### config.mk
export PLATFORM = sky130hd
export DESIGN_NAME = client_health_rate_limiter_unit_flat
export DESIGN_NICKNAME = d
export VERILOG_FILES = /design/src/rtl/chrl_pkg.sv /design/src/rtl/chrl_if.sv /design/src/rtl/client_health_rate_limiter_unit.sv /design/src/flat_wrapper.sv
export VERILOG_INCLUDE_DIRS = /design/src /design/src/rtl
export SDC_FILE = /design/constraint.sdc
export NUM_CORES = 2
export LEC_CHECK = 0
export BUFFER_PORTS_ARGS = -buffer_cell sky130_fd_sc_hd__buf_4
export CAP_MARGIN = 20
export CORE_MARGIN = 2
export CORE_UTILIZATION = 45
export DETAILED_ROUTE_END_ITERATION = 8
export GPL_ROUTABILITY_DRIVEN = 0
export PLACE_DENSITY = 0.63
export SYNTH_ARGS = -nofsm -noshare
export SYNTH_HDL_FRONTEND = slang
export SYNTH_SLANG_ARGS = --single-unit
### constraint.sdc
create_clock -name i_clk -period 18.4 [get_ports i_clk]
set_input_delay 0.92 -clock i_clk [delete_from_list [all_inputs] [get_ports i_clk]]
set_output_delay 0.92 -clock i_clk [all_outputs]
set_load 0.005 [all_outputs]
### src/rtl/client_health_rate_limiter_unit_macros.svh
// ============================================================================
// client_health_rate_limiter_unit_macros.svh
// Assertion macros shared by the rate limiter RTL.
// ============================================================================
`ifndef CLIENT_HEALTH_RATE_LIMITER_UNIT_MACROS_SVH
`define CLIENT_HEALTH_RATE_LIMITER_UNIT_MACROS_SVH

// The consequent must hold in the same cycle as the antecedent.
`define CHRL_ASSERT_SAME(label, clk, rst_n, ante, cons) \
    label: assert property (@(posedge clk) disable iff (!rst_n) (ante) |-> (cons)) \
        else $error("assertion failed: same-cycle check");

// The consequent must hold in the cycle after the antecedent.
`define CHRL_ASSERT_NEXT(label, clk, rst_n, ante, cons) \
    label: assert property (@(posedge clk) disable iff (!rst_n) (ante) |=> (cons)) \
        else $error("assertion failed: next-cycle check");

`endif

### src/rtl/chrl_pkg.sv
// ============================================================================
// chrl_pkg
// Types and constants of the client health rate limiter.
// ============================================================================
package chrl_pkg;

    // Field widths
    localparam int unsigned INDEX_W  = 6;
    localparam int unsigned TIME_W   = 48;
    localparam int unsigned HEALTH_W = 16;
    localparam int unsigned MIN_W    = 20;
    localparam int unsigned STEP_W   = 15;
    localparam int unsigned CFG_IDX_W  = 2;
    localparam int unsigned CFG_DATA_W = 20;

    // Full health, 100.0 in signed 8.8 fixed point
    localparam logic signed [HEALTH_W-1:0] HEALTH_MAX = 16'sd25600;

    // Configuration register indexes
    localparam logic [CFG_IDX_W-1:0] CFG_MIN_INTERVAL = 2'd0;
    localparam logic [CFG_IDX_W-1:0] CFG_PENALTY      = 2'd1;
    localparam logic [CFG_IDX_W-1:0] CFG_REWARD       = 2'd2;

    // Configuration reset values
    localparam logic [MIN_W-1:0]  MIN_INTERVAL_RST = 20'd1000;
    localparam logic [STEP_W-1:0] PENALTY_RST      = 15'd2560;
    localparam logic [STEP_W-1:0] REWARD_RST       = 15'd256;

    // Control sequencer states
    typedef enum logic [1:0] {
        ST_CLEAR,
        ST_IDLE,
        ST_EXEC
    } t_state;

endpackage

### src/rtl/chrl_if.sv
// ============================================================================
// chrl_if
// Valid/ready channel interfaces: requests, results and configuration writes.
// ============================================================================

// Request channel: client slot and current time
interface chrl_req_if;
    logic                            valid;
    logic                            ready;
    logic [chrl_pkg::INDEX_W-1:0]    client_index;
    logic [chrl_pkg::TIME_W-1:0]     now_ms;

    modport source (output valid, output client_index, output now_ms, input ready);
    modport sink   (input valid, input client_index, input now_ms, output ready);
endinterface

// Result channel: decision and health after the request
interface chrl_rsp_if;
    logic                                valid;
    logic                                ready;
    logic                                accepted;
    logic signed [chrl_pkg::HEALTH_W-1:0] health_after;

    modport source (output valid, output accepted, output health_after, input ready);
    modport sink   (input valid, input accepted, input health_after, output ready);
endinterface

// Configuration write channel
interface chrl_cfg_if;
    logic                              valid;
    logic                              ready;
    logic [chrl_pkg::CFG_IDX_W-1:0]    index;
    logic [chrl_pkg::CFG_DATA_W-1:0]   data;

    modport source (output valid, output index, output data, input ready);
    modport sink   (input valid, input index, input data, output ready);
endinterface

### src/rtl/client_health_rate_limiter_unit.sv
// ============================================================================
// client_health_rate_limiter_unit
// Per-client request rate limiter with a health score per slot.
// ============================================================================
// Usage: each transfer on i_req names a client slot and the current time in
// milliseconds; exactly one transfer on o_rsp follows, saying whether the
// request is accepted and giving the slot's health (signed 8.8) afterwards.
// Configuration writes on i_cfg are always taken (index 0 minimum interval,
// 1 penalty, 2 reward); other indexes are ignored.
// Health and last-accepted time live in two single-port-write memories with
// a registered read. The request transfer issues the read; in the EXEC state
// that follows, once the result register is free, the entry is modified,
// written back and the result register loaded. The block takes no new
// request until this read-modify-write of the tables is done.
// After reset a clearing pass writes every slot back to full health and
// never-seen time; i_req is not ready until it ends.
// When the receiver stalls, the result waits in the output register; one
// further request may be taken and is held before write-back until the
// result register frees.
// ============================================================================
`include "client_health_rate_limiter_unit_macros.svh"

module client_health_rate_limiter_unit #(
    parameter int unsigned NUM_CLIENTS = 64
) (
    input  logic       i_clk,
    input  logic       i_rst_n,
    chrl_req_if.sink   i_req,
    chrl_rsp_if.source o_rsp,
    chrl_cfg_if.sink   i_cfg
);

    localparam int unsigned AW = (NUM_CLIENTS > 1) ? $clog2(NUM_CLIENTS) : 1;
    localparam int unsigned IW = (AW > chrl_pkg::INDEX_W) ? AW : chrl_pkg::INDEX_W;
    localparam int unsigned HW = chrl_pkg::HEALTH_W;
    localparam int unsigned TW = chrl_pkg::TIME_W;

    // Configuration registers
    logic [chrl_pkg::MIN_W-1:0]  r_min_interval;
    logic [chrl_pkg::STEP_W-1:0] r_penalty;
    logic [chrl_pkg::STEP_W-1:0] r_reward;

    // Control
    chrl_pkg::t_state r_state, n_state;
    logic [AW-1:0]    r_clr_addr;

    // Request held during execution
    logic [AW-1:0]    r_addr;
    logic             r_in_range;
    logic [TW-1:0]    r_now;

    // Tables and their registered read data
    logic signed [HW-1:0] r_health_mem [NUM_CLIENTS];
    logic [TW-1:0]        r_time_mem   [NUM_CLIENTS];
    logic signed [HW-1:0] r_rd_health;
    logic [TW-1:0]        r_rd_time;

    // Result register
    logic                 r_out_valid;
    logic                 r_out_accepted;
    logic signed [HW-1:0] r_out_health;

    // Combinational signals
    logic                 w_req_xfer;
    logic                 w_load;
    logic                 w_clr_wr;
    logic [IW-1:0]        w_idx_ext;
    logic [AW-1:0]        w_rd_addr;
    logic                 w_idx_in_range;
    logic                 w_blocked;
    logic                 w_first;
    logic signed [TW:0]   w_gap;
    logic signed [TW:0]   w_min_ext;
    logic                 w_fast;
    logic signed [HW:0]   w_h_ext;
    logic signed [HW:0]   w_h_sub;
    logic signed [HW:0]   w_h_add;
    logic signed [HW:0]   w_h_calc;
    logic signed [HW-1:0] w_h_new;
    logic                 w_accept;
    logic                 w_h_wr;
    logic                 w_t_wr;
    logic [AW-1:0]        w_wr_addr;
    logic signed [HW-1:0] w_h_wdata;
    logic [TW-1:0]        w_t_wdata;

    // Handshakes
    assign i_req.ready = (r_state == chrl_pkg::ST_IDLE);
    assign w_req_xfer  = i_req.valid && i_req.ready;
    assign i_cfg.ready = 1'b1;
    assign o_rsp.valid        = r_out_valid;
    assign o_rsp.accepted     = r_out_accepted;
    assign o_rsp.health_after = r_out_health;

    // Slot decode of the incoming request
    assign w_idx_ext      = IW'(i_req.client_index);
    assign w_rd_addr      = w_idx_ext[AW-1:0];
    assign w_idx_in_range = (32'(i_req.client_index) < NUM_CLIENTS);

    // Configuration register writes
    always_ff @(posedge i_clk) begin
        if (!i_rst_n) begin
            r_min_interval <= chrl_pkg::MIN_INTERVAL_RST;
            r_penalty      <= chrl_pkg::PENALTY_RST;
            r_reward       <= chrl_pkg::REWARD_RST;
        end else if (i_cfg.valid && i_cfg.ready) begin
            case (i_cfg.index)
                chrl_pkg::CFG_MIN_INTERVAL: r_min_interval <= i_cfg.data[chrl_pkg::MIN_W-1:0];
                chrl_pkg::CFG_PENALTY:      r_penalty      <= i_cfg.data[chrl_pkg::STEP_W-1:0];
                chrl_pkg::CFG_REWARD:       r_reward       <= i_cfg.data[chrl_pkg::STEP_W-1:0];
                default: ;
            endcase
        end
    end

    // Health update from the entry read at the request transfer
    always_comb begin
        w_blocked = !r_in_range || (r_rd_health <= 0);
        w_first   = (r_rd_time == '0);
        w_gap     = signed'({1'b0, r_now}) - signed'({1'b0, r_rd_time});
        w_min_ext = signed'((TW+1)'(r_min_interval));
        w_fast    = (w_gap < w_min_ext);
        w_h_ext   = (HW+1)'(r_rd_health);
        w_h_sub   = w_h_ext - signed'((HW+1)'(r_penalty));
        w_h_add   = w_h_ext + signed'((HW+1)'(r_reward));
        if (w_first) begin
            w_h_calc = w_h_ext;
        end else if (w_fast) begin
            w_h_calc = w_h_sub;
        end else if (w_h_add > (HW+1)'(chrl_pkg::HEALTH_MAX)) begin
            w_h_calc = (HW+1)'(chrl_pkg::HEALTH_MAX);
        end else begin
            w_h_calc = w_h_add;
        end
        w_h_new  = w_h_calc[HW-1:0];
        w_accept = !w_blocked && (w_h_new > 0);
    end

    // Sequencer: clearing pass, idle and read-modify-write
    always_comb begin
        n_state  = r_state;
        w_load   = 1'b0;
        w_clr_wr = 1'b0;
        case (r_state)
            chrl_pkg::ST_CLEAR: begin
                w_clr_wr = 1'b1;
                if (r_clr_addr == AW'(NUM_CLIENTS - 1)) begin
                    n_state = chrl_pkg::ST_IDLE;
                end
            end
            chrl_pkg::ST_IDLE: begin
                if (w_req_xfer) begin
                    n_state = chrl_pkg::ST_EXEC;
                end
            end
            chrl_pkg::ST_EXEC: begin
                if (!r_out_valid || o_rsp.ready) begin
                    w_load  = 1'b1;
                    n_state = chrl_pkg::ST_IDLE;
                end
            end
            default: n_state = chrl_pkg::ST_CLEAR;
        endcase
    end

    always_ff @(posedge i_clk) begin
        if (!i_rst_n) begin
            r_state    <= chrl_pkg::ST_CLEAR;
            r_clr_addr <= '0;
        end else begin
            r_state <= n_state;
            if (w_clr_wr) begin
                r_clr_addr <= r_clr_addr + AW'(1);
            end
        end
    end

    // Capture of the accepted request
    always_ff @(posedge i_clk) begin
        if (w_req_xfer) begin
            r_addr     <= w_rd_addr;
            r_in_range <= w_idx_in_range;
            r_now      <= i_req.now_ms;
        end
    end

    // Table write port: clearing pass or write-back
    always_comb begin
        w_wr_addr = w_clr_wr ? r_clr_addr : r_addr;
        w_h_wdata = w_clr_wr ? chrl_pkg::HEALTH_MAX : w_h_new;
        w_t_wdata = w_clr_wr ? '0 : r_now;
        w_h_wr    = w_clr_wr || (w_load && !w_blocked);
        w_t_wr    = w_clr_wr || (w_load && w_accept);
    end

    // Health memory
    always_ff @(posedge i_clk) begin
        if (w_h_wr) begin
            r_health_mem[w_wr_addr] <= w_h_wdata;
        end
        if (w_req_xfer) begin
            r_rd_health <= r_health_mem[w_rd_addr];
        end
    end

    // Last-accepted time memory
    always_ff @(posedge i_clk) begin
        if (w_t_wr) begin
            r_time_mem[w_wr_addr] <= w_t_wdata;
        end
        if (w_req_xfer) begin
            r_rd_time <= r_time_mem[w_rd_addr];
        end
    end

    // Result register
    always_ff @(posedge i_clk) begin
        if (!i_rst_n) begin
            r_out_valid <= 1'b0;
        end else if (w_load) begin
            r_out_valid <= 1'b1;
        end else if (o_rsp.ready) begin
            r_out_valid <= 1'b0;
        end
    end

    always_ff @(posedge i_clk) begin
        if (w_load) begin
            r_out_accepted <= w_accept;
            if (!r_in_range) begin
                r_out_health <= '0;
            end else if (w_blocked) begin
                r_out_health <= r_rd_health;
            end else begin
                r_out_health <= w_h_new;
            end
        end
    end

    // Assertions
    `CHRL_ASSERT_NEXT(a_req_to_exec, i_clk, i_rst_n, w_req_xfer, r_state == chrl_pkg::ST_EXEC)
    `CHRL_ASSERT_SAME(a_no_wr_idle, i_clk, i_rst_n, r_state == chrl_pkg::ST_IDLE, !w_h_wr && !w_t_wr)
    `CHRL_ASSERT_SAME(a_accept_pos, i_clk, i_rst_n, r_out_valid && r_out_accepted, r_out_health > 0)
    `CHRL_ASSERT_NEXT(a_load_result, i_clk, i_rst_n, w_load, r_out_valid && r_state == chrl_pkg::ST_IDLE)

endmodule

### src/flat_wrapper.sv
// flat-port wrapper written by rule: the top's interface ports become plain ports
module client_health_rate_limiter_unit_flat 
#(
    parameter int unsigned NUM_CLIENTS = 64
)
  (i_clk, i_rst_n, i_req_valid, i_req_client_index, i_req_now_ms, i_req_ready, o_rsp_valid, o_rsp_accepted, o_rsp_health_after, o_rsp_ready, i_cfg_valid, i_cfg_index, i_cfg_data, i_cfg_ready);
  chrl_req_if i_req_i ();
  chrl_rsp_if o_rsp_i ();
  chrl_cfg_if i_cfg_i ();
  input  logic i_clk;
  input  logic i_rst_n;
  input wire logic [$bits(i_req_i.valid)-1:0] i_req_valid;
  input wire logic [$bits(i_req_i.client_index)-1:0] i_req_client_index;
  input wire logic [$bits(i_req_i.now_ms)-1:0] i_req_now_ms;
  output wire logic [$bits(i_req_i.ready)-1:0] i_req_ready;
  output wire logic [$bits(o_rsp_i.valid)-1:0] o_rsp_valid;
  output wire logic [$bits(o_rsp_i.accepted)-1:0] o_rsp_accepted;
  output wire logic [$bits(o_rsp_i.health_after)-1:0] o_rsp_health_after;
  input wire logic [$bits(o_rsp_i.ready)-1:0] o_rsp_ready;
  input wire logic [$bits(i_cfg_i.valid)-1:0] i_cfg_valid;
  input wire logic [$bits(i_cfg_i.index)-1:0] i_cfg_index;
  input wire logic [$bits(i_cfg_i.data)-1:0] i_cfg_data;
  output wire logic [$bits(i_cfg_i.ready)-1:0] i_cfg_ready;
  assign i_req_i.valid = i_req_valid;
  assign i_req_i.client_index = i_req_client_index;
  assign i_req_i.now_ms = i_req_now_ms;
  assign i_req_ready = i_req_i.ready;
  assign o_rsp_valid = o_rsp_i.valid;
  assign o_rsp_accepted = o_rsp_i.accepted;
  assign o_rsp_health_after = o_rsp_i.health_after;
  assign o_rsp_i.ready = o_rsp_ready;
  assign i_cfg_i.valid = i_cfg_valid;
  assign i_cfg_i.index = i_cfg_index;
  assign i_cfg_i.data = i_cfg_data;
  assign i_cfg_ready = i_cfg_i.ready;
  client_health_rate_limiter_unit #(.NUM_CLIENTS(NUM_CLIENTS)) u_core (.i_clk(i_clk), .i_rst_n(i_rst_n), .i_req(i_req_i), .o_rsp(o_rsp_i), .i_cfg(i_cfg_i));
endmodule
# After elaboration in Yosys (flattened, before gate mapping)
# Memories as Yosys holds them, arrays and structs flattened. A register that Yosys moved wholly into a read port is not among the register bits.
# Index checks and enable logic that the tools add are counted.
classes:
  shift: 0
  div_mod_pow: 0
  mul: 0
  add_sub_neg: 4
  n_eq_ne: 8
  n_mux: 20
  reduce_logical: 17
  magnitude_cmp: 4
  bitwise_logic: 0
op_table:
  columns: ["operator", "count"]
  rows:
  - ["2-to-1 mux 16 bit", 5]
  - ["< comparator 49 x 21 -> 1 bit", 1]
  - ["subtractor 48 x 48 -> 49 bit", 1]
  - ["zero test 48 bit", 1]
  - ["2-to-1 mux 48 bit", 1]
  - ["adder 16 x 16 -> 17 bit", 1]
  - ["> comparator 17 x 16 -> 1 bit (second input constant)", 1]
  - ["> comparator 16 x 1 -> 1 bit (second input constant)", 1]
  - ["less-or-equal comparator 16 x 1 -> 1 bit (second input constant)", 1]
  - ["subtractor 16 bit", 1]
  - ["2-to-1 mux 1 bit", 9]
  - ["adder 6 x 1 -> 6 bit (second input constant)", 1]
  - ["== test 6 bit (second input constant)", 1]
  - ["2-to-1 mux 2 bit", 3]
  - ["2-to-1 mux 6 bit", 1]
  - ["one-hot mux 2 bit (3 select lines)", 1]
  - ["AND reduction 2 bit", 3]
  - ["== test 2 x 1 -> 1 bit (second input constant)", 2]
  - ["== test 2 bit (second input constant)", 2]
  - ["logical AND 1 bit", 4]
  - ["zero test 2 bit", 2]
  - ["!= test 2 x 1 -> 1 bit (second input constant)", 2]
  - ["logical OR 1 bit", 3]
  - ["AND reduction 3 bit", 1]
  - ["other kinds (3)", 4]
word_totals:
  rom_bits: 0
  output_inout_bits: 20
  latch_bits: 0
  register_bits: 130
  inputBits: 81
  ramBits: 4096
  n_memories: 2
mem_list:
  columns: ["memory", "words", "width", "read_ports", "rd_ports_with_merged_regs", "wr", "line", "text"]
  rows:
  - ["u_core.r_time_mem", 64, 48, 1, 1, 1, "client_health_rate_limiter_unit.sv:54", "logic [TW-1:0] r_time_mem [NUM_CLIENTS];"]
  - ["u_core.r_health_mem", 64, 16, 1, 1, 1, "client_health_rate_limiter_unit.sv:53", "logic signed [HW-1:0] r_health_mem [NUM_CLIENTS];"]

# Longest topological paths before layout
logic_depth:
  ltp_word: 11
  mapped_depth: 29
  ltp_nobuf: 27

# Least setup slack after synthesis
# OpenSTA, ideal clock, no wires.
synth_path:
  path_kind: "reg2reg"
  start: "reg u_core.r_now[0]"
  end: "mem u_core.r_time_mem[1][0] in the netlist's numbering, enable pin"
  stages_incl_launch_ff: 29
  required_time_ns: 17.887
  t_arrival_ns: 9.080
  n_path_buf: 1
  setup_slack_ns: 8.807
  cell_sequence: "edfxtp_1 > inv_1 > ha_1 > inv_1 > fa_1 > a21o_1 > a221o_1 > a211oi_4 > o21ai_1 > nand3_1 > nand2_1 > xor2_1 > ha_1 > a2111oi_0 > o21ai_0 > a21oi_1 > o22ai_1 > a2111oi_0 > o221ai_1 > or4_1 > nor4b_2 > and4_1 > nand2_1 > a211o_1 > and4bb_1 > nand3_2 > a21oi_4 > buf_4 > nor3_1"
synth_between:
  elab_chain_cells: 10
synth_rtl:
  columns: ["element", "line", "text"]
  rows:
  - ["start: declaration", "client_health_rate_limiter_unit.sv:50", "logic [TW-1:0] r_now;"]
  - ["start signal: assignment", "client_health_rate_limiter_unit.sv:183", "r_now <= i_req.now_ms;"]
  - ["subtractor 48 x 48 -> 49 bit", "client_health_rate_limiter_unit.sv:120", "w_gap = signed'({1'b0, r_now}) - signed'({1'b0, r_rd_time});"]
  - ["< comparator 49 x 21 -> 1 bit", "client_health_rate_limiter_unit.sv:122", "w_fast = (w_gap < w_min_ext);"]
  - ["2-to-1 mux 16 bit", "client_health_rate_limiter_unit.sv:128", "end else if (w_fast) begin"]
  - ["2-to-1 mux 16 bit", "client_health_rate_limiter_unit.sv:126", "if (w_first) begin"]
  - ["> comparator 16 x 1 -> 1 bit", "client_health_rate_limiter_unit.sv:136", "w_accept = !w_blocked && (w_h_new > 0);"]
  - ["logical AND 1 bit", "client_health_rate_limiter_unit.sv:136", null]
  - ["logical AND 1 bit", "client_health_rate_limiter_unit.sv:193", "w_t_wr = w_clr_wr || (w_load && w_accept);"]
  - ["logical OR 1 bit", "client_health_rate_limiter_unit.sv:193", null]
  - ["2-to-1 mux 1 bit", "client_health_rate_limiter_unit.sv:208", "if (w_t_wr) begin"]
  - ["2-to-1 mux 1 bit (not written as such)", "client_health_rate_limiter_unit.sv:209", "r_time_mem[w_wr_addr] <= w_t_wdata;"]
  - ["end: declaration", "client_health_rate_limiter_unit.sv:54", null]
# No other way between the ends.

# Final worst setup path
layout_path:
  start: "reg u_core.r_now[0]"
  end: "mem u_core.r_time_mem[49][47] in the netlist's numbering, enable pin"
# The elaborated chain is that of the path after synthesis.

==> impl_metrics.csv <==
group,metric,value,unit
yosys,synth_compound_area_share,1.586,%
clock_network,clkTransAtPathRegs,0.06,ns
yosys,avgSynthCellArea,22.72,um^2
die,io_pins,101,
yosys,muxShareOfSynthArea,18.06,%
grt,grt-ovfl-total,0,
die,initial_core_util,45.24,%
die,die_h,615.9,um
setup_path,worst_path_max_delay_cell,"nor3_2",
setup_path,critPathMaxFanout,37,
detailed_routing,wl_per_cell,35.30,um
setup_path,path_common_cell,"buf_4",
final_layout,multi_input_area,38940,um^2
sta,slew_viol_final,0,
setup_path,end_kind,"flip-flop",
sta,fmax,101.5,MHz
power,ir_worst_vdd,0.1001,mV
grt,grt_use_total,24.34,%
final_layout,register_area,128200,um^2
status,status,"complete, no violations",
yosys,synth_top_area_share,75.40,%
setup_path,crit_required,18.91,ns
detailed_routing,via_per_inst,6.251,
setup_path,crit_arrival,10.36,ns
clock_network,cts-resized-gates,0,
setup_path,start_kind,"flip-flop",
detailed_routing,ant_nets,0,
clock_network,clock_sinks,4290,
yosys,ys_seq_elements,4290,
clock_network,cts_buffers,426,
placed_design,dpl.hpwl,290000,um
yosys,synthAdderAreaFrac,0.7634,%
final_layout,syn_to_final_growth,13.14,%
clock_network,post_cts_buffers,0,
yosys,synth_cell_type_count,85,
yosys,yosys.area_share.simple,2.025,%
yosys,synth_area_leaders,"edfxtp_1, mux4_2, ha_1, dfxtp_1, clkbuf_1",
placed_design,io_buffers,99,
sta,rsz0062_at_grt,"no",
placed_design,placed_cell_area,176900,um^2
clock_network,clock_latency,1.01,ns
grt,grt_max_degree,154,
yosys,synth_cells,7415,
yosys,synth_xor_area_share,0.3119,%
sta,slew_headroom,22.41,%
detailed_routing,drt-pass1-iter-count,6,
sta,period_share,53.52,%
yosys,syn_nets,7597,
die,num_rows,224,
power,power,0.01996,W
final_layout,stdcell_area,190600,um^2
sta,fin_crit,9.848,ns
detailed_routing,vias,82720,
grt,antenna_found_initial,55,
setup_path,cpPeakStageDelay,0.93,ns
sta,worst_pin_slew,1.164,ns
run,drv_cap,0,
yosys,syn-cell-area,168500,um^2
hold_path,hp-class,"in -> reg",
yosys,synth-main-ff-cell,"edfxtp_1",
die,coreArea,372500,um^2
yosys,synth_top_family_by_area,"multiplexers",
clock_network,cts_tree,"done",
grt,grt_pass1_vias,80380,
grt,grt_first_pass_wirelength,647400,um
power,power_density,104.7,nW/um^2
power,p_leak,62.47,nW
yosys,yosys.area.top_type,"edfxtp_1",
die,die_w,615.9,um
die,floorplan.die_area,379300,um^2
sta,fin_tns_setup,0,ns
sta,postLayoutSetupSlackWorst,8.552,ns
clock_network,hold_buffers,0,
clock_network,clockBufferDepth,4,
yosys,synth_warnings,0,
detailed_routing,drt_iter0_markers,12050,
clock_network,clockRootBuffer,"clkbuf_16",
setup_path,critPathKind,"reg -> reg",
yosys,async_flop_share,0,%
detailed_routing,finalWirelength,467100,um
final_layout,fillCellCount,28680,
clock_network,cts_max_level,5,
sta,hold_viol_final,0,
final_layout,final_layout_size_suffix_gt1_share,30.32,%
final_layout,nets,8049,
placed_design,place_ws,8.776,ns
yosys,ys_seq_area_share,76.10,%
sta,finalSetupViolations,0,
yosys,synth_edf_count,4231,
detailed_routing,drc_errors,0,
sta,clock_skew,0.1317,ns
report_power, final:
group | internal (W) | leakage (nW) | switching [W]
Clock | 0.00474 | 6.58 | 0.00368
Combinational | 0.000362 | 14.4 | 0.000525
Sequential | 0.0106 | 41.5 | 0.0000135
Total | 0.0157 | 62.5 | 0.00422
cell usage after synthesis, types with 6 or more instances:
master,n
edfxtp_1,4231
a2111oi_0,6
and2_1,56
o211ai_1,20
nor2_1,161
o21a_1,17
o21ai_0,64
clkbuf_1,287
inv_1,113
nor4_1,23
a31oi_1,12
or2_2,6
a211oi_1,11
buf_4,7
nand3b_1,7
nand3_1,22
xnor2_1,42
a21boi_0,48
a311oi_1,6
mux2_2,6
and3_1,12
ha_1,98
mux4_2,1344
or3_1,10
nand2b_1,16
nand4_1,30
buf_1,72
o21bai_1,9
o21ai_1,6
o31ai_1,10
a21o_1,18
mux2i_1,9
dfxtp_1,59
nor2b_1,10
a21oi_1,111
xor2_1,18
buf_2,11
o221ai_1,6
nand2_1,228
nor3_1,98
path summary, 6_finish.rpt:
path                  startpoint                        end  slack (ns)  cells past startpoint
min             i_req_now_ms[29]           u_core.r_now[29]        0.12                      1
min reg2reg  u_core.r_penalty[2]        u_core.r_penalty[2]        0.47                      2
max reg2reg      u_core.r_now[0]  u_core.r_time_mem[49][47]        8.55                     30
max              u_core.r_now[0]  u_core.r_time_mem[49][47]        8.55                     30
cells in the final DEF (no fill, tap or decap), types with 46 or more instances in the layout:
cell          n
inv_1       113
o21ai_0      64
nor3_2       66
clkinv_2     90
a21oi_1     110
ha_1         98
nor2_1      152
a21boi_0     48
buf_4       379
nand2_1     217
clkbuf_16   433
clkinv_1     80
edfxtp_1   4231
clkbuf_1     99
mux4_2     1344
dfxtp_1      59
diode_2      46
state kept, by name (all words and copies together), names as in the netlist, 2 cells and up:
signal and flops:
u_core.r_rd_time 48, u_core.r_penalty 15, u_core.r_clr_addr 6, u_core.r_min_interval 20
u_core.r_reward 15, u_core.r_time_mem 3072, u_core.r_state 2, u_core.o_rsp.health_after 16
u_core.r_health_mem 1024, u_core.r_addr 6, u_core.r_now 48, u_core.r_rd_health 16
logic make-up (layout without fill, tap and decap cells):
logic type / Yosys count / in the layout
other: 1 / 47
AO/OA/AOI/OAI: 399 / 399
multiplexers: 1360 / 1360
buffers and inverters: 494 / 1294
XOR/XNOR: 60 / 60
flip-flops: 4290 / 4290
adder cells (fa/ha/maj): 101 / 101
AND/OR/NAND/NOR: 710 / 710
critical path: cells and delay by family (launching register included):
family,cells,cell delay [ns]
AO/OA/AOI/OAI,12,3.21
AND/OR/NAND/NOR,8,2.70
buffers and inverters,5,1.47
adder cells (fa/ha/maj),3,0.93
flip-flops,1,0.38
multiplexers,1,0.38
XOR/XNOR,1,0.17
per-layer routing:
layer | up-vias | GRT usage [%] | part of all wire, %
met1 | 44930 | 34.68 | 39
met2 | 4524 | 38.13 | 47
met5 | - | 0 | 0.032
li1 | 32570 | - | -
met3 | 676 | 5.445 | 10
met4 | 22 | 6.682 | 3.0
stage by stage:
step,utilization [%],hold slack (ns),cells
after global placement,47.48,0.4574,12390
final,51.18,0.1183,13230
after detailed placement,47.50,0.4611,12400
after global routing,51.16,0.09538,13200
after CTS,51.10,0.06062,13170
after floorplan,-,0.4408,7415
layout make-up:
| cell class | instances | area share (%) |
|---|---|---|
| inverter | 113 | 0.2225 |
| tap | 4972 | 3.263 |
| sequential | 4290 | 67.26 |
| clock buffer | 537 | 5.915 |
| antenna | 46 | 0.06038 |
| multi-input combinational | 2631 | 20.43 |
| timing repair buffer | 405 | 1.723 |
| clock inverter | 239 | 1.127 |
Power figures use the tool's default switching activity.
